===== src/rtl/core/getrp_pkg.sv =====
// Package for the graph edge table risk propagation block.
// Holds opcodes, status codes, register indexes and the sequencer state type.
package getrp_pkg;

  localparam int unsigned IdW   = 16;
  localparam int unsigned RiskW = 8;
  localparam int unsigned TypeW = 4;
  localparam logic [7:0] DecayReset = 8'd15;

  typedef enum logic [2:0] {
    OP_CLEAR = 3'd0,
    OP_LOAD  = 3'd1,
    OP_ADD   = 3'd2,
    OP_DEL   = 3'd3,
    OP_DEG   = 3'd4,
    OP_NBR   = 3'd5,
    OP_PROP  = 3'd6,
    OP_NONE  = 3'd7
  } op_e;

  typedef enum logic [2:0] {
    ST_OK      = 3'd0,
    ST_FULL    = 3'd1,
    ST_SELF    = 3'd2,
    ST_UNKNOWN = 3'd3,
    ST_BAD_IDX = 3'd4
  } status_e;

  localparam logic [0:0] REG_DECAY = 1'b0;
  localparam logic [0:0] REG_MASK  = 1'b1;

  // One-hot sequencer states.
  typedef enum logic [10:0] {
    S_IDLE   = 11'b000_0000_0001,
    S_FIND   = 11'b000_0000_0010, // node search (load / add edge endpoints)
    S_DEL    = 11'b000_0000_0100, // edge shift down
    S_SCAN   = 11'b000_0000_1000, // degree / neighbour walk
    S_COPY   = 11'b000_0001_0000, // base risk to working risk
    S_ELOOK  = 11'b000_0010_0000, // read edge, start endpoint search
    S_EFIND  = 11'b000_0100_0000, // endpoint search
    S_RELAX  = 11'b000_1000_0000, // read working risks
    S_RWRITE = 11'b001_0000_0000, // compare and update
    S_EMIT   = 11'b010_0000_0000, // node risk output
    S_OUT    = 11'b100_0000_0000  // not entered; each state waits for the output slot itself
  } state_e;

  typedef struct packed {
    logic [IdW-1:0] value;
    status_e        status;
    logic           last;
  } result_t;

endpackage


===== src/rtl/core/getrp_out_reg.sv =====
// Output register for result words; parts the sequencer from the consumer.
// Depends on getrp_pkg.
module getrp_out_reg (
  input  logic              clk_i,
  input  logic              rst_ni,
  input  logic              push_i,
  input  getrp_pkg::result_t word_i,
  output logic              full_o,
  output logic              valid_o,
  input  logic              stall_i,
  output getrp_pkg::result_t word_o
);
  import getrp_pkg::*;

  logic    valid_q, valid_d;
  result_t word_q;

  assign full_o  = valid_q && stall_i;
  assign valid_o = valid_q;
  assign word_o  = word_q;

  always_comb begin
    valid_d = valid_q;
    if (valid_q && !stall_i) valid_d = 1'b0;
    if (push_i) valid_d = 1'b1;
  end

  always_ff @(posedge clk_i or negedge rst_ni) begin
    if (!rst_ni) valid_q <= 1'b0;
    else valid_q <= valid_d;
  end

  always_ff @(posedge clk_i) begin
    if (push_i) word_q <= word_i;
  end
endmodule


===== config.mk =====
export PLATFORM = sky130hd
export DESIGN_NAME = getrp_out_reg
export DESIGN_NICKNAME = d
export VERILOG_FILES = /design/src/rtl/core/getrp_pkg.sv /design/src/rtl/core/getrp_out_reg.sv
export SDC_FILE = /design/constraint.sdc
export NUM_CORES = 1
export LEC_CHECK = 0
export BUFFER_PORTS_ARGS = -buffer_cell sky130_fd_sc_hd__clkbuf_2
export CORE_MARGIN = 3
export CORE_UTILIZATION = 34
export DETAILED_ROUTE_END_ITERATION = 6
export GPL_ROUTABILITY_DRIVEN = 0
export GPL_TIMING_DRIVEN = 0
export PLACE_DENSITY = 0.68
export SYNTH_ARGS = -nofsm -noshare
export SYNTH_HDL_FRONTEND = slang
export SYNTH_SLANG_ARGS = --single-unit

===== constraint.sdc =====
create_clock -name clk_i -period 0.8 [get_ports clk_i]
set_input_delay 0.2 -clock clk_i [delete_from_list [all_inputs] [get_ports clk_i]]
set_output_delay 0.2 -clock clk_i [all_outputs]
set_load 0.05 [all_outputs]

Yosys cells after proc, flatten, opt, wreduce, memory -nomap -nowiden
Cells that the tools add are included.

Flip-flop bits (word level): 21. Bits of input ports: 24. Logic and storage cells: 10.

Muxes and demuxes: 2. Reduce and logical (&&, ||, !) cells: 4.

Operator list (count): $logic_and 1x1->1 (2); $mux 1 (2); $reduce_bool 2->1 (1); $logic_not 1->1 (1).

Depth between registers and ports, before layout
Depth after elaboration: 4. Gate-level depth with buffers: 1. Depth with buffers taken out: 1.

Worst setup path after synthesis
No wires, ideal clock.

Path type: flip-flop to output port. From: reg valid_q, in the netlist valid_o. To: out full_o. Arrival time: 1.117 ns. Data required time: 0.600 ns. Setup slack: -0.517 ns. Stages on the path, launching flop included: 2. Cells stage by stage: dfrtp_1 -> and2_1.

Word-level cells in the longest chain between the ends: 1.

Ends and longest elaborated chain: start: declaration (RTL line getrp_out_reg.sv:15) `logic valid_q, valid_d;`; start signal: assignment (RTL line getrp_out_reg.sv:30) `else valid_q <= valid_d;`; $logic_and 1x1->1 (RTL line getrp_out_reg.sv:18) `assign full_o = valid_q && stall_i;`; end: declaration (RTL line getrp_out_reg.sv:8) `output logic full_o,`.

Every way passes these cells.

Worst setup path after layout
Ends and elaborated chain as after synthesis.

==> reports/qor.csv <==
stage;metric;value;unit
global_route;grt_max_degree;22;
worst_hold_path;hp-class;in -> reg;
clocking;clockBufferDepth;2;
drt;first_iter_violations;11;
finish;drive_above_1_share;68.9;%
synthesis;netlist_top_cells_area;edfxtp_1 (94%), dfrtp_1 (3.9%), a21o_1 (1.2%);
synthesis;yosys.cell_count.top_type;edfxtp_1;
synthesis;dominantRegCellSynth;edfxtp_1;
synthesis;ys_warn_count;0;
drt;num_vias;415;
timing;max_freq;813;MHz
worst_setup_path;end_kind;primary output;
synthesis;async_flop_share;4.76;%
synthesis;synth_top_area_cell;edfxtp_1;
die;start_util;36.6;%
drt;via_per_inst;4.19;
synthesis;avgSynthCellArea;27.8;um^2
drt;wl;1270;um
timing;rsz0062_at_grt;yes;
synthesis;syn_inst;23;
clocking;clk_latency;290;ps
worst_setup_path;cp-start-kind;register;
worst_setup_path;critPathKind;reg -> out;
die;io_pins;46;
drt;drtAntennaViolNets;0;
place;placedCellCount;93;
worst_setup_path;cp_max_fo;3;
timing;drv_slew;0;
global_route;busiest_layer;met2;
finish;fin_cells;99;
synthesis;synth_seq_area_share;97.8;%
clocking;cts_tree;yes;
die;fp.dieW;49.4;um
clocking;cts.sinks;21;
timing;worst_pin_slew;489;ps
timing;setup_violations;22;
global_route;grt_overflow;0;
synthesis;synth_edf_count;20;
finish;diodes;0;
clocking;cts_max_level;1;
synthesis;synthesis.area;639;um^2
drt;drc_errors;0;
worst_setup_path;worstPathArrival;1030;ps
global_route;grtUsageMet1;11.8;%
outcome;violations;setup timing;
finish;syn_to_final_growth;80.0;%
power_and_ir_drop;ir_drop;1.05;mV
power_and_ir_drop;p_per_area;2130;nW/um^2
synthesis;yosys-top-cells-count;edfxtp_1 (20), a21o_1 (1), and2_1 (1), dfrtp_1 (1);
die;die_area;2440;um^2
synthesis;synth_fp_nets;47;
clocking;cts_made_buffers;3;
global_route;grt_pass1_wl;1950;um
global_route;grtUsageTotal;11.3;%
timing;fin_ws;-431;ps
run;cap_violations;0;
global_route;grtUsageMet3;5.20;%
synthesis;synth_cell_type_count;4;
global_route;grt_pass1_vias;404;
place;numPortBuffers;45;
synthesis;yosys.area.top_type_share;93.9;%
die;core;1750;um^2
power_and_ir_drop;power;2460;uW
clocking;clk_pin_slew;110;ps
drt;drtPass1Iterations;4;
timing;hold_viol;0;
finish;fillers;124;
die;die_h;49.4;um
timing;finalCritPeriodShare;154;%
die;rows;15;
outcome;status;complete, but fails checks;
global_route;grt_util_met2;18.3;%
clocking;clockRootBuffer;clkbuf_4;
global_route;antenna_found_initial;0;
worst_setup_path;required;600;ps
power_and_ir_drop;p_leak;0.000498;uW
timing;clock_skew;0;ps
timing;maxSlewHeadroom;67.4;%
finish;fin_util;65.9;%
timing;layout_min_cycle_time;1230;ps
synthesis;ys_seq_elements;21;
finish;nets;99;
drt;wl_per_cell;12.8;um
==> metal layers <==
layer  wire length, um  part of all wire (%)  vias to the layer above
li1                  -                     -                      193
met1               437                    35                      196
met2               700                    55                       26
met3               128                    10                        0
met4                 0                     0                        0
met5                 0                     0                        -
==> placed cells by master (no fill, tap or decap) <==
master / n
clkbuf_2: 23
edfxtp_1: 20
clkbuf_8: 15
buf_8: 5
clkbuf_4: 3
and2_4: 1
a21o_1: 1
clkbuf_1: 1
dlygate4sd3_1: 1
clkbuf_16: 1
buf_6: 1
buf_4: 1
dfrtp_2: 1
==> sequential cells by signal, indices dropped and copies added (netlist names) <==
| signal | count |
|---|---|
| valid_o | 1 |
| word_o | 20 |
==> worst paths after layout <==
check,slack (ps),endpoint,start,depth (start not counted)
min,70,word_o[11],word_i[11],1
min in group asynchronous,200,valid_o,rst_ni,2
max in group asynchronous,510,valid_o,rst_ni,2
max,-430,full_o,valid_o,2
max reg2reg,100,valid_o,valid_o,1
min reg2reg,520,valid_o,valid_o,1
==> worst max-delay path, stage by stage, from the launching register on <==
cell and delay, ps:
dfrtp_2 430, and2_4 140, clkbuf_16 160
==> where the power goes <==
group	internal [uW]	switching, uW
Clock	194	289
Combinational	253	380
Sequential	1300	39.7
==> stage by stage <==
step / area (um^2) / hold WS, ps / TNS (ps) / setup WS, ps
detailed placement: 900 / -24.3 / -4060 / -188
finish: 1150 / 70.4 / -6280 / -431
global placement: 900 / -24.7 / -3620 / -169
global route: 1150 / 31.8 / -7640 / -489
floorplan: 643 / -95.6 / -220 / -190
CTS: 1130 / 62.3 / -6470 / -430
==> cell type report <==
class	instances	area, um^2	area share [%]
Clock buffer	4	26.3	2.28
Multi-Input combinational cell	2	16.3	1.41
Sequential cell	21	627	54.5
Tap cell	25	31.3	2.72
Timing Repair Buffer	47	450	39.1
==> timing repair <==
action                                  CTS  global route
endpoints found under the hold margin     1             0
cloned                                    0             0
pin swaps                                 1             0
gates resized for setup                  44             7
endpoints found under the setup margin   22            22
buffers inserted                          0             1
hold buffers                              1             0
==> kinds of logic (layout without fill, tap and decap cells) <==
group                  after synthesis  in the layout  share of synthesized area, %
flip-flops                          21             21                          97.8
AO/OA/AOI/OAI                        1              1                          1.17
AND/OR/NAND/NOR                      1              1                         0.979
buffers and inverters                0             51                             0
Note: power is estimated with default switching activity, not from simulation.
